## src/hdl/sample_bin_averager_core_defines.svh

```systemverilog
`ifndef SAMPLE_BIN_AVERAGER_CORE_DEFINES_SVH
`define SAMPLE_BIN_AVERAGER_CORE_DEFINES_SVH

// same-cycle implication, checked outside reset
`define SBA_ASSERT_SAME(label, ante, cons, msg) \
  label: assert property (@(posedge clk) disable iff (rst) (ante) |-> (cons)) \
    else $error(msg);

// next-cycle implication, checked outside reset
`define SBA_ASSERT_NEXT(label, ante, cons, msg) \
  label: assert property (@(posedge clk) disable iff (rst) (ante) |=> (cons)) \
    else $error(msg);

`endif

```

## src/hdl/sba_pkg.sv

```systemverilog
package sba_pkg;

  localparam int MAX_BINS    = 128;
  localparam int COUNT_WIDTH = 16;
  localparam int SUM_WIDTH   = 48;
  localparam int DATA_W      = 32;
  localparam int OUT_COUNT_W = 16;
  localparam int BIN_AW      = $clog2(MAX_BINS);
  localparam int NB_W        = $clog2(MAX_BINS + 1);

  typedef enum logic [1:0] {
    CMD_ADD   = 2'd0,
    CMD_READ  = 2'd1,
    CMD_CLEAR = 2'd2,
    CMD_NOP   = 2'd3
  } cmd_t;

  typedef enum logic [1:0] {
    ST_OK    = 2'd0,
    ST_RANGE = 2'd1,
    ST_SAT   = 2'd2
  } status_t;

  typedef enum logic [1:0] {
    CFG_MIN_X     = 2'd0,
    CFG_BIN_SCALE = 2'd1,
    CFG_NUM_BINS  = 2'd2,
    CFG_CUT_BINS  = 2'd3
  } cfg_t;

  // write port of the bin memory
  typedef struct packed {
    logic                   en;
    logic [BIN_AW-1:0]      addr;
    logic [COUNT_WIDTH-1:0] count;
    logic [SUM_WIDTH-1:0]   sum;
  } bin_wr_t;

  // zero acts as one, anything above the memory depth acts as the depth
  function automatic logic [NB_W-1:0] bins_in_use(input logic [7:0] n);
    logic [NB_W-1:0] r;
    if (n == 8'd0) begin
      r = NB_W'(1);
    end else if (int'(n) > MAX_BINS) begin
      r = NB_W'(MAX_BINS);
    end else begin
      r = NB_W'(n);
    end
    return r;
  endfunction

  function automatic logic [OUT_COUNT_W-1:0] clip_count(input logic [COUNT_WIDTH-1:0] c);
    logic [COUNT_WIDTH+OUT_COUNT_W-1:0] wide;
    logic [COUNT_WIDTH+OUT_COUNT_W-1:0] lim;
    wide = {{OUT_COUNT_W{1'b0}}, c};
    lim  = {{COUNT_WIDTH{1'b0}}, {OUT_COUNT_W{1'b1}}};
    if (wide > lim) begin
      return {OUT_COUNT_W{1'b1}};
    end
    return wide[OUT_COUNT_W-1:0];
  endfunction

endpackage

```

## src/hdl/sba_divider.sv

```systemverilog
module sba_divider
  import sba_pkg::*;
(
  input  logic                   clk,
  input  logic                   rst,
  input  logic                   start,
  input  logic [SUM_WIDTH-1:0]   dividend,
  input  logic [COUNT_WIDTH-1:0] divisor,
  output logic                   done,
  output logic [DATA_W-1:0]      quotient
);

  localparam int STEP_W = $clog2(SUM_WIDTH);
  localparam logic [STEP_W-1:0] LAST_STEP = STEP_W'(SUM_WIDTH - 1);
  localparam logic [SUM_WIDTH-1:0] POS_LIM =
    {{(SUM_WIDTH-DATA_W+1){1'b0}}, {(DATA_W-1){1'b1}}};
  localparam logic [SUM_WIDTH-1:0] NEG_LIM =
    {{(SUM_WIDTH-DATA_W){1'b0}}, 1'b1, {(DATA_W-1){1'b0}}};

  typedef enum logic [2:0] {
    DIV_IDLE = 3'b001,
    DIV_RUN  = 3'b010,
    DIV_DONE = 3'b100
  } div_state_t;

  div_state_t             state;
  logic [STEP_W-1:0]      step;
  logic [COUNT_WIDTH-1:0] rem;
  logic [COUNT_WIDTH-1:0] dvs;
  logic [SUM_WIDTH-1:0]   quo;
  logic                   neg;
  logic [COUNT_WIDTH:0]   shifted;
  logic                   fits;
  logic [COUNT_WIDTH:0]   diff;

  // one restoring step per cycle on the magnitude
  assign shifted = {rem, quo[SUM_WIDTH-1]};
  assign fits    = shifted >= {1'b0, dvs};
  assign diff    = shifted - {1'b0, dvs};

  always_ff @(posedge clk) begin
    if (rst) begin
      state <= DIV_IDLE;
      done  <= 1'b0;
    end else begin
      done <= 1'b0;
      unique case (state)
        DIV_IDLE: if (start) state <= DIV_RUN;
        DIV_RUN:  if (step == LAST_STEP) state <= DIV_DONE;
        DIV_DONE: begin
          state <= DIV_IDLE;
          done  <= 1'b1;
        end
        default:  state <= DIV_IDLE;
      endcase
    end
  end

  always_ff @(posedge clk) begin
    unique case (state)
      DIV_IDLE: begin
        if (start) begin
          neg  <= dividend[SUM_WIDTH-1];
          quo  <= dividend[SUM_WIDTH-1] ? (~dividend + SUM_WIDTH'(1)) : dividend;
          rem  <= '0;
          dvs  <= divisor;
          step <= '0;
        end
      end
      DIV_RUN: begin
        rem  <= fits ? diff[COUNT_WIDTH-1:0] : shifted[COUNT_WIDTH-1:0];
        quo  <= {quo[SUM_WIDTH-2:0], fits};
        step <= step + STEP_W'(1);
      end
      DIV_DONE: begin
        // clamp to the signed output range, then apply the sign
        if (!neg && quo > POS_LIM) begin
          quotient <= {1'b0, {(DATA_W-1){1'b1}}};
        end else if (neg && quo > NEG_LIM) begin
          quotient <= {1'b1, {(DATA_W-1){1'b0}}};
        end else if (neg) begin
          quotient <= ~quo[DATA_W-1:0] + DATA_W'(1);
        end else begin
          quotient <= quo[DATA_W-1:0];
        end
      end
      default: ;
    endcase
  end

endmodule

```

## config.mk

```make
export PLATFORM = sky130hd
export DESIGN_NAME = sba_divider
export DESIGN_NICKNAME = d
export VERILOG_FILES = /design/src/hdl/sample_bin_averager_core_defines.svh /design/src/hdl/sba_pkg.sv /design/src/hdl/sba_divider.sv
export SDC_FILE = /design/constraint.sdc
export NUM_CORES = 1
export LEC_CHECK = 0
export BUFFER_PORTS_ARGS = -buffer_cell sky130_fd_sc_hd__buf_2
export CAP_MARGIN = 20
export CORE_MARGIN = 4
export CORE_UTILIZATION = 63
export DETAILED_ROUTE_END_ITERATION = 8
export GPL_TIMING_DRIVEN = 1
export HOLD_SLACK_MARGIN = 0.08
export MAX_ROUTING_LAYER = met4
export PLACE_DENSITY = 0.86
export SLEW_MARGIN = 5
export SYNTH_ARGS = -nofsm -noshare
export SYNTH_HDL_FRONTEND = slang
export SYNTH_SLANG_ARGS = --single-unit
```

## constraint.sdc

```tcl
create_clock -name clk -period 6.8 [get_ports clk]
set_input_delay 0.68 -clock clk [delete_from_list [all_inputs] [get_ports clk]]
set_output_delay 0.68 -clock clk [all_outputs]
set_load 0.03 [all_outputs]
```

==> results of run 1 <==
## logic make-up after synthesis
family	Yosys count
buffers and inverters	81
flip-flops	123
AO/OA/AOI/OAI	228
adder cells (fa/ha/maj)	20
multiplexers	4
XOR/XNOR	60
AND/OR/NAND/NOR	273
## flip-flops by register name, indices dropped and copies added, names as in the netlist
register	flops
dvs	16
rem	16
neg	1
done	1
quotient	32
state	3
quo	48
step	6
## layout by cell type (no fill, tap or decap), types with 5 or more instances in the layout
cell / synthesis / routed
nor4_1: 12 / 12
a211oi_1: 6 / 6
a31oi_1: 9 / 9
ha_1: 19 / 19
nor3_1: 16 / 16
nor2_1: 53 / 52
inv_1: 35 / 35
o21ai_0: 68 / 68
a21oi_1: 44 / 43
o311ai_0: 6 / 6
o22ai_1: 9 / 9
xnor2_1: 10 / 10
nand4_1: 8 / 8
nand2b_1: 7 / 7
clkinv_2: 0 / 5
o31ai_1: 17 / 17
o311a_1: 5 / 5
a21boi_0: 7 / 7
edfxtp_1: 119 / 119
nand2_1: 84 / 84
or3_1: 22 / 22
buf_4: 0 / 7
o211ai_1: 9 / 9
or4_1: 9 / 9
or2_2: 8 / 8
o41ai_1: 14 / 14
nand3_1: 20 / 20
xor2_1: 50 / 50
clkbuf_16: 0 / 17
buf_2: 1 / 99
nor2b_1: 8 / 8
## stage by stage
step | std cells | utilization [%]
4_1_cts | 1028 | 74.06
3_3_place_gp | 996 | 68.96
3_5_place_dp | 996 | 68.96
6_report | 1029 | 74.08
5_1_grt | 1029 | 74.08
2_1_floorplan | 789 | -
## power by group
| group | internal [mW] | leakage [nW] | total [mW] | switching [mW] |
|---|---|---|---|---|
| Combinational | 0.121 | 1.80 | 0.316 | 0.195 |
| Clock | 0.629 | 0.305 | 0.949 | 0.320 |
| Sequential | 0.900 | 1.16 | 0.946 | 0.0460 |
## layer usage
| layer | vias to the layer above | track usage, % | routed length [µm] |
|---|---|---|---|
| li1 | 3148 | - | - |
| met3 | 51 | 5.837 | 1428 |
| met4 | 0 | 11.59 | 556 |
| met2 | 342 | 46.29 | 9616 |
| met5 | - | - | 0 |
| met1 | 3106 | 35.61 | 7759 |
## cell type report
class / instances / area [µm²] / share of cell area, %
Tap cell: 147 / 183.9 / 2.067
Timing Repair Buffer: 106 / 548.0 / 6.159
Inverter: 35 / 131.4 / 1.476
Clock inverter: 9 / 145.1 / 1.631
Clock buffer: 23 / 467.9 / 5.259
Sequential cell: 123 / 3654 / 41.06
Antenna cell: 1 / 2.502 / 0.02812
Multi-Input combinational cell: 585 / 3766 / 42.32
## worst paths after layout
kind                            slack, ns  startpoint  cells past startpoint      endpoint
worst max-delay path                 3.09      quo[0]                      8  quotient[12]
worst min-delay path                 0.43  divisor[7]                      1        dvs[7]
worst max register to register       3.09      quo[0]                      8  quotient[12]
worst min register to register       0.57     quo[37]                      2       quo[38]
==> results.py, run 1 <==
metrics = {
    "outcome": {
        "outcome": "finished, final reports clean",
    },
    "timing": {
        "slew_viol_final": 0,
        "fin_ws_ns": 3.088,
        "slew_headroom_pct": 33.28,
        "whs_ns": 0.4345,
        "hold_viol_final": 0,
        "grt_setup_unrepaired": "false",
        "setup_violations": 0,
        "fin_crit_ns": 3.712,
        "tns_ns": 0,
        "worst_pin_slew_ns": 0.9962,
        "skew_ns": 0.009246,
        "finalCritPeriodShare_pct": 54.59,
        "fmax_mhz": 269.4,
    },
    "synth": {
        "synth_edf_count": 119,
        "synth_cell_type_count": 69,
        "synthXorXnorAreaFrac_pct": 6.817,
        "synth-main-ff-cell": "edfxtp_1",
        "synth.net_count": 876,
        "synthMuxAreaShare_pct": 0.5194,
        "synth_area_per_cell_um2": 9.770,
        "yosys-top-cells-count": "edfxtp_1 (119), nand2_1 (84), o21ai_0 (68)",
        "yosys.area_share.adder_pct": 3.344,
        "yosysMostFrequentCell": "edfxtp_1",
        "synth_top_family_by_area": "compound AO/OA/AOI/OAI gates",
        "ys_top_cells_by_area": "edfxtp_1 (46%), xor2_1 (5.7%), o21ai_0 (4.4%)",
        "ys_ff_latch": 123,
        "synth_top_cell_by_area": "edfxtp_1",
        "synth-simple-area-share_pct": 18.16,
        "synth_compound_area_share_pct": 19.70,
        "synth_top_cell_area_share_pct": 46.36,
        "ys.warnings.count": 0,
        "syn_inst": 789,
        "syn_area_mm2": 0.007709,
        "async_flop_share_pct": 0,
        "seq_area_frac_synth_pct": 47.39,
    },
    "placed_design": {
        "dp_hpwl_um": 13360,
        "dp_slack_ns": 3.195,
        "io_buffers": 99,
        "place_area_mm2": 0.008283,
        "gp_congestion": 0.9392,
    },
    "worst_setup_path": {
        "crit_chain": "inv_1, ha_1, or3b_2, nor4_2, a41oi_1, or2_1, or4b_2, o211ai_1",
        "required_ns": 7.05,
        "cp_top_family": "simple AND/OR/NAND/NOR gates",
        "critPathBufInv": 1,
        "slowest_stage": "or4b_2",
        "crit_fanout": 11,
        "end_kind": "register",
        "worst_path_largest_cell_delay_ns": 0.65,
        "cp.arrival_ns": 3.96,
        "start_kind": "register",
        "path_class": "reg -> reg",
    },
    "floorplan": {
        "io_pins": 100,
        "die_y_um": 118.6,
        "die_width_um": 118.6,
        "fp.dieArea_mm2": 0.01407,
        "start_util_pct": 64.18,
        "num_rows": 40,
        "core_area_mm2": 0.01201,
    },
    "clock_network": {
        "htreeDepth": 4,
        "clk_pin_slew_ns": 0.06,
        "cts_buffer_depth": 2,
        "cts_setup_buffers": 0,
        "cts_root_buf": "clkbuf_16",
        "numCtsBuffers": 17,
        "cts_tree": "built",
        "clk_latency_ns": 0.42,
        "cts.sinks": 123,
        "ctsHoldBuffers": 0,
        "cts-resized-gates": 0,
    },
    "finish": {
        "final_area_mm2": 0.008899,
        "drive_gt1_share_pct": 18.27,
        "nets": 955,
        "fill_cells": 806,
        "layout-area-overhead-vs-synth_pct": 15.44,
    },
    "hold_path": {
        "hold_class": "in -> reg",
    },
    "flow_run": {
        "max_cap_viol_count": 0,
    },
    "drt": {
        "first_pass_iters": 5,
        "ant_nets": 0,
        "routed_via_density": 6.460,
        "via_count": 6647,
        "first_iter_violations": 905,
        "routedWlPerCell_um": 18.82,
        "drc": 0,
        "wl_um": 19360,
    },
    "grt": {
        "grt_overflow": 0,
        "grtUsageTotal_pct": 28.70,
        "antenna_found_initial": 1,
        "grt_start_max_net_pins": 84,
        "grt_pass1_vias": 6446,
        "grt_pass1_wl_um": 31680,
    },
    "pwr": {
        "power.density_mw_per_mm2": 248.4,
        "total_power_mw": 2.211,
        "ir_drop_v": 0.0001969,
        "p_leak_nw": 3.267,
    },
}
Note: power is estimated with default switching activity, not from simulation.
==> inputs of run 2 (changes only) <==
ABC_AREA = 1   (was not set)
CORE_UTILIZATION = 60   (was 63)
PLACE_DENSITY = 0.82   (was 0.86)
clock period = 3.6 ns   (was 6.8 ns; I/O delays follow)
==> results.py, run 2 <==
metrics = {
    "timing": {
        "skew_ns": 0.008719,
        "fin_crit_ns": 2.458,
        "slew_headroom_pct": 47.21,
        "finalCritPeriodShare_pct": 68.29,
        "worst_pin_slew_ns": 0.7919,
        "whs_ns": 0.1220,
        "fmax_mhz": 406.8,
        "setup_violations": 0,
        "hold_viol_final": 0,
        "grt_setup_unrepaired": "false",
        "slew_viol_final": 0,
        "tns_ns": 0,
    },
    "synth": {
        "synth_compound_area_share_pct": 6.039,
        "syn_inst": 1167,
        "async_flop_share_pct": 0,
        "yosysMostFrequentCell": "nand2_1",
        "synth_area_per_cell_um2": 7.350,
        "synthXorXnorAreaFrac_pct": 4.391,
        "seq_area_frac_synth_pct": 42.60,
        "yosys.area_share.adder_pct": 3.005,
        "synth.net_count": 1254,
        "synth_edf_count": 119,
        "syn_area_mm2": 0.008577,
        "synth_top_cell_by_area": "edfxtp_1",
        "synth_top_cell_area_share_pct": 41.66,
        "ys_ff_latch": 123,
        "yosys-top-cells-count": "nand2_1 (366), nor2_1 (164), inv_1 (126)",
        "synth-main-ff-cell": "edfxtp_1",
        "ys.warnings.count": 0,
        "synth_cell_type_count": 43,
        "synth_top_family_by_area": "simple AND/OR/NAND/NOR gates",
        "synth-simple-area-share_pct": 35.86,
        "ys_top_cells_by_area": "edfxtp_1 (42%), nand2_1 (16%), nor2_1 (7.2%)",
        "synthMuxAreaShare_pct": 0,
    },
    "grt": {
        "grtUsageTotal_pct": 29.68,
        "grt_pass1_wl_um": 37110,
        "grt_start_max_net_pins": 75,
        "grt_overflow": 0,
        "antenna_found_initial": 0,
        "grt_pass1_vias": 7634,
    },
    "clock_network": {
        "clk_pin_slew_ns": 0.05,
        "cts_setup_buffers": 0,
        "cts_tree": "built",
        "ctsHoldBuffers": 0,
        "numCtsBuffers": 17,
        "htreeDepth": 4,
        "clk_latency_ns": 0.41,
        "cts_root_buf": "clkbuf_16",
        "cts.sinks": 123,
        "cts_buffer_depth": 2,
        "cts-resized-gates": 0,
    },
    "floorplan": {
        "core_area_mm2": 0.01393,
        "io_pins": 100,
        "num_rows": 43,
        "die_y_um": 127.6,
        "die_width_um": 127.6,
        "start_util_pct": 61.55,
        "fp.dieArea_mm2": 0.01627,
    },
    "drt": {
        "dr_wl_met3_um": 2058,
        "wl_um": 23090,
        "drc": 1,
        "wl_met1_um": 10050,
        "first_iter_violations": 700,
        "top_layer_used": "met4",
        "ant_nets": 0,
        "route.met2.wl_um": 10430,
        "via_count": 8126,
        "first_pass_iters": 9,
        "routed_via_density": 5.596,
        "routedWlPerCell_um": 15.90,
    },
    "finish": {
        "layout_common_cells": "nand2_1 (365), nor2_1 (164), inv_1 (125), edfxtp_1 (119), nand3_1 (112)",
        "largest_register": "quo",
        "layout_commonest_cell": "nand2_1",
        "layout-area-overhead-vs-synth_pct": 13.87,
        "nets": 1348,
        "largest_reg_flops": 48,
        "fill_cells": 1190,
        "drive_gt1_share_pct": 13.68,
        "n_antenna_cell": 0,
        "seq_area_mm2": 0.003654,
        "multi_input_area_mm2": 0.004235,
        "reg.largest.list": "quo x48, quotient x32",
    },
    "hold_path": {
        "hold-path-endpoint": "dvs[7]",
        "whs_path_depth": 1,
        "hold_start": "divisor[7]",
        "hold_class": "in -> reg",
    },
    "outcome": {
        "outcome": "complete, but fails checks",
        "violations": "design-rule violations",
    },
    "worst_setup_path": {
        "r2r_slack_ns": 1.14,
        "crit_fanout": 32,
        "rr_endpoint": "quotient[31]",
        "r2r_cells": 11,
        "start_kind": "register",
        "r2r_start": "quo[0]",
        "required_ns": 3.77,
        "end_kind": "register",
        "cp.arrival_ns": 2.62,
        "path_class": "reg -> reg",
    },
    "pwr": {
        "p_leak_nw": 4.410,
        "power.density_mw_per_mm2": 434.0,
        "ir_drop_v": 0.0003816,
    },
    "flow_run": {
        "max_cap_viol_count": 0,
    },
    "placed_design": {
        "io_buffers": 99,
        "gp_congestion": 1.004,
        "dp_hpwl_um": 17010,
    },
}
[run 2: cell count changes after synthesis, sizes merged, moves of 14 or more]
cell,previous run,this run
a21oi,44,22
clkbuf,43,16
inv,35,137
nand2,84,373
nand3,20,114
nand4,8,22
nor2,53,177
o31ai,19,1
o41ai,17,0
or3,23,1
xor2,50,30
[run 2: area by class of cell]
cell class	count	share of cell area (%)
Multi-Input combinational cell	875	43.36
Timing Repair Buffer	106	5.867
Tap cell	180	2.306
Inverter	138	5.304
Sequential cell	123	37.41
Clock buffer	19	4.432
Clock inverter	11	1.320
[run 2: per-stage QoR]
step	std cells	utilization [%]	instance area [µm²]	total power, mW	worst slack [ns]
3_3_place_gp	1421	65.92	9185	2.552	1.199
6_report	1452	70.09	9767	4.239	1.142
5_1_grt	1452	70.09	9767	4.430	0.9118
4_1_cts	1451	69.95	9747	4.228	1.171
2_1_floorplan	1167	-	8577	2.344	0.1592
3_5_place_dp	1421	65.92	9185	2.572	1.193
[run 2: cell families (layout without fill, tap and decap cells)]
group | count (synthesis) | after routing
flops | 123 | 123
simple gates | 715 | 715
fa+ha+maj | 20 | 20
buf+inv | 169 | 274
compound gates | 97 | 97
xor+xnor | 43 | 43
[run 2: worst max-delay path by stage]
stage	end	slack [ns]	start	depth (start not counted)
3_5_place_dp	quotient[31]	1.19	quo[0]	11
4_1_cts	quotient[31]	1.17	quo[1]	11
5_1_grt	quotient[31]	0.91	quo[1]	11
6_report	quotient[31]	1.14	quo[0]	11
2_1_floorplan	quo[0]	0.16	state[0]	6
3_3_place_gp	quotient[31]	1.20	quo[0]	11
[run 2: worst max-delay path, cell delays in order, from the launching register on]
cell      delay [ns]
edfxtp_1        0.39
inv_1           0.13
ha_1            0.21
nand3_1         0.13
nor2_2          0.22
nand2_1         0.10
nor2_1          0.12
nand2_1         0.07
nand3_2         0.44
nand3_1         0.23
nand2_1         0.13
inv_1           0.05
[run 2: metal layers]
metal | global-route usage, % | vias to the layer above
met5 | - | -
met4 | 9.464 | 0
met3 | 5.100 | 51
met2 | 45.09 | 394
met1 | 40.90 | 3697
li1 | - | 3984
[run 2: power breakdown]
group          total [mW]  internal, mW  leakage [nW]  switching, mW
clock                1.66          1.07         0.275          0.598
combinational       0.798         0.262          2.98          0.536
sequential           1.78          1.70          1.16         0.0782
==> inputs of run 3 (changes only) <==
CORE_UTILIZATION = 54   (was 60)
PLACE_DENSITY = 0.78   (was 0.82)
clock period = 2 ns   (was 3.6 ns; I/O delays follow)
==> results.py, run 3 (synthesized netlist as in run 2, its figures left out) <==
metrics = {
    "finish": {
        "drive_gt1_share_pct": 24.05,
        "layout_common_cells": "nand2_1 (340), nor2_1 (149), inv_1 (120), edfxtp_1 (119), nand3_1 (105)",
        "reg.largest.list": "quo x48, quotient x32",
        "largest_register": "quo",
        "final_core_util_pct": 72.38,
        "layout_commonest_cell": "nand2_1",
        "largest_reg_flops": 48,
        "stdcell_count": 1581,
        "nets": 1442,
        "final_area_mm2": 0.01113,
        "layout-area-overhead-vs-synth_pct": 29.72,
    },
    "pwr": {
        "ir_drop_v": 0.0005877,
        "p_leak_nw": 4.977,
        "power.density_mw_per_mm2": 744.5,
    },
    "grt": {
        "grt_pass1_vias": 8025,
        "grtUsageTotal_pct": 28.36,
        "grt_overflow": 0,
        "grt_start_max_net_pins": 57,
        "antenna_found_initial": 2,
        "grt_pass1_wl_um": 39250,
    },
    "clock_network": {
        "htreeDepth": 4,
        "cts.sinks": 123,
        "cts_tree": "built",
        "cts_root_buf": "clkbuf_16",
        "numCtsBuffers": 17,
        "clk_pin_slew_ns": 0.06,
        "cts_buffer_depth": 2,
        "clk_latency_ns": 0.43,
    },
    "timing": {
        "skew_ns": 0.01325,
        "fin_ws_ns": -0.1544,
        "worst_pin_slew_ns": 0.5611,
        "hold_viol_final": 0,
        "slew_headroom_pct": 62.59,
        "tns_ns": -1.253,
        "fmax_mhz": 464.2,
        "finalCritPeriodShare_pct": 107.7,
        "fin_crit_ns": 2.154,
        "setup_violations": 16,
        "slew_viol_final": 0,
        "grt_setup_unrepaired": "true",
    },
    "drt": {
        "drc": 0,
        "first_iter_violations": 937,
        "wl_um": 26490,
        "first_pass_iters": 7,
        "routedWlPerCell_um": 16.75,
        "ant_nets": 0,
        "via_count": 8833,
        "routed_via_density": 5.587,
    },
    "floorplan": {
        "fp.dieArea_mm2": 0.01796,
        "die_width_um": 134.0,
        "io_pins": 100,
        "core_area_mm2": 0.01537,
        "start_util_pct": 55.80,
        "num_rows": 45,
        "die_y_um": 134.0,
    },
    "placed_design": {
        "dp.cells": 1505,
        "dp_hpwl_um": 17760,
        "io_buffers": 99,
        "gp_congestion": 1.050,
        "place_area_mm2": 0.009704,
    },
    "outcome": {
        "violations": "negative setup slack",
        "outcome": "complete, but fails checks",
    },
    "worst_setup_path": {
        "start_kind": "register",
        "path_class": "reg -> reg",
        "required_ns": 2.18,
        "startpoint": "rem[12]",
        "r2r_start": "rem[12]",
        "end_kind": "register",
        "crit_fanout": 7,
        "cp.arrival_ns": 2.34,
    },
    "hold_path": {
        "hold_class": "in -> reg",
        "hold_start": "start",
    },
    "flow_run": {
        "max_cap_viol_count": 0,
    },
}
## run 3: worst max-delay path, stage by stage (launching register included)
cell	delay, ns
edfxtp_1	0.42
ha_2	0.43
nand2_1	0.14
inv_1	0.11
nand2_1	0.10
nor3_1	0.21
nand2_2	0.13
nand3_1	0.11
nand2_2	0.07
nor2_1	0.13
nor2_1	0.05
## run 3: power breakdown
group	internal [mW]	leakage [nW]	switching [mW]	total, mW
registers	3.06	1.16	0.143	3.20
logic	0.818	3.53	1.21	2.03
clock network	1.92	0.286	1.14	3.06
total	5.79	4.98	2.49	8.28
## run 3: through the flow
stage / total power [mW] / setup WS (ns) / hold slack, ns
after detailed placement: 4.790 / -0.09324 / 0.3785
after global placement: 4.750 / -0.04374 / 0.3761
after floorplan: 4.220 / 0.1317 / 0.2691
after CTS: 7.975 / 0.002682 / 0.1102
final: 8.283 / -0.1544 / 0.1219
after global routing: 8.574 / -0.1976 / 0.1723
## run 3: path summary, 6_finish.rpt
check                           cells after the start  slack (ns)        to
worst max-delay path                               10       -0.15   rem[14]
worst min-delay path                                3        0.12  state[2]
worst max register to register                     10       -0.15   rem[14]
worst min register to register                      1        0.56      done
## run 3: repair_timing
item / CTS / global route
hold endpoints to repair: 20 / 0
gates resized for setup: 27 / 75
pin swaps: 3 / 17
cloned: 2 / 0
setup buffers: 8 / 15
endpoints found under the setup margin: 15 / 49
hold buffers: 17 / 0
## run 3: metal layers
layer  track usage, %  up-vias  part of all wire (%)
met5                -        -                     0
li1                 -     4187                     -
met2            45.59      532                    46
met3            5.551      109                    10
met4            10.75        0                   4.4
met1            35.78     4005                    39
## run 3: area by class of cell
cell class | count | area (µm²)
clock inverter | 9 | 97.59
inverter | 138 | 530.5
clock buffer | 23 | 478.0
tap | 211 | 264.0
multi-input combinational | 876 | 4677
timing repair buffer | 199 | 1420
fill | 1159 | 4245
sequential | 123 | 3654
antenna | 2 | 5.005
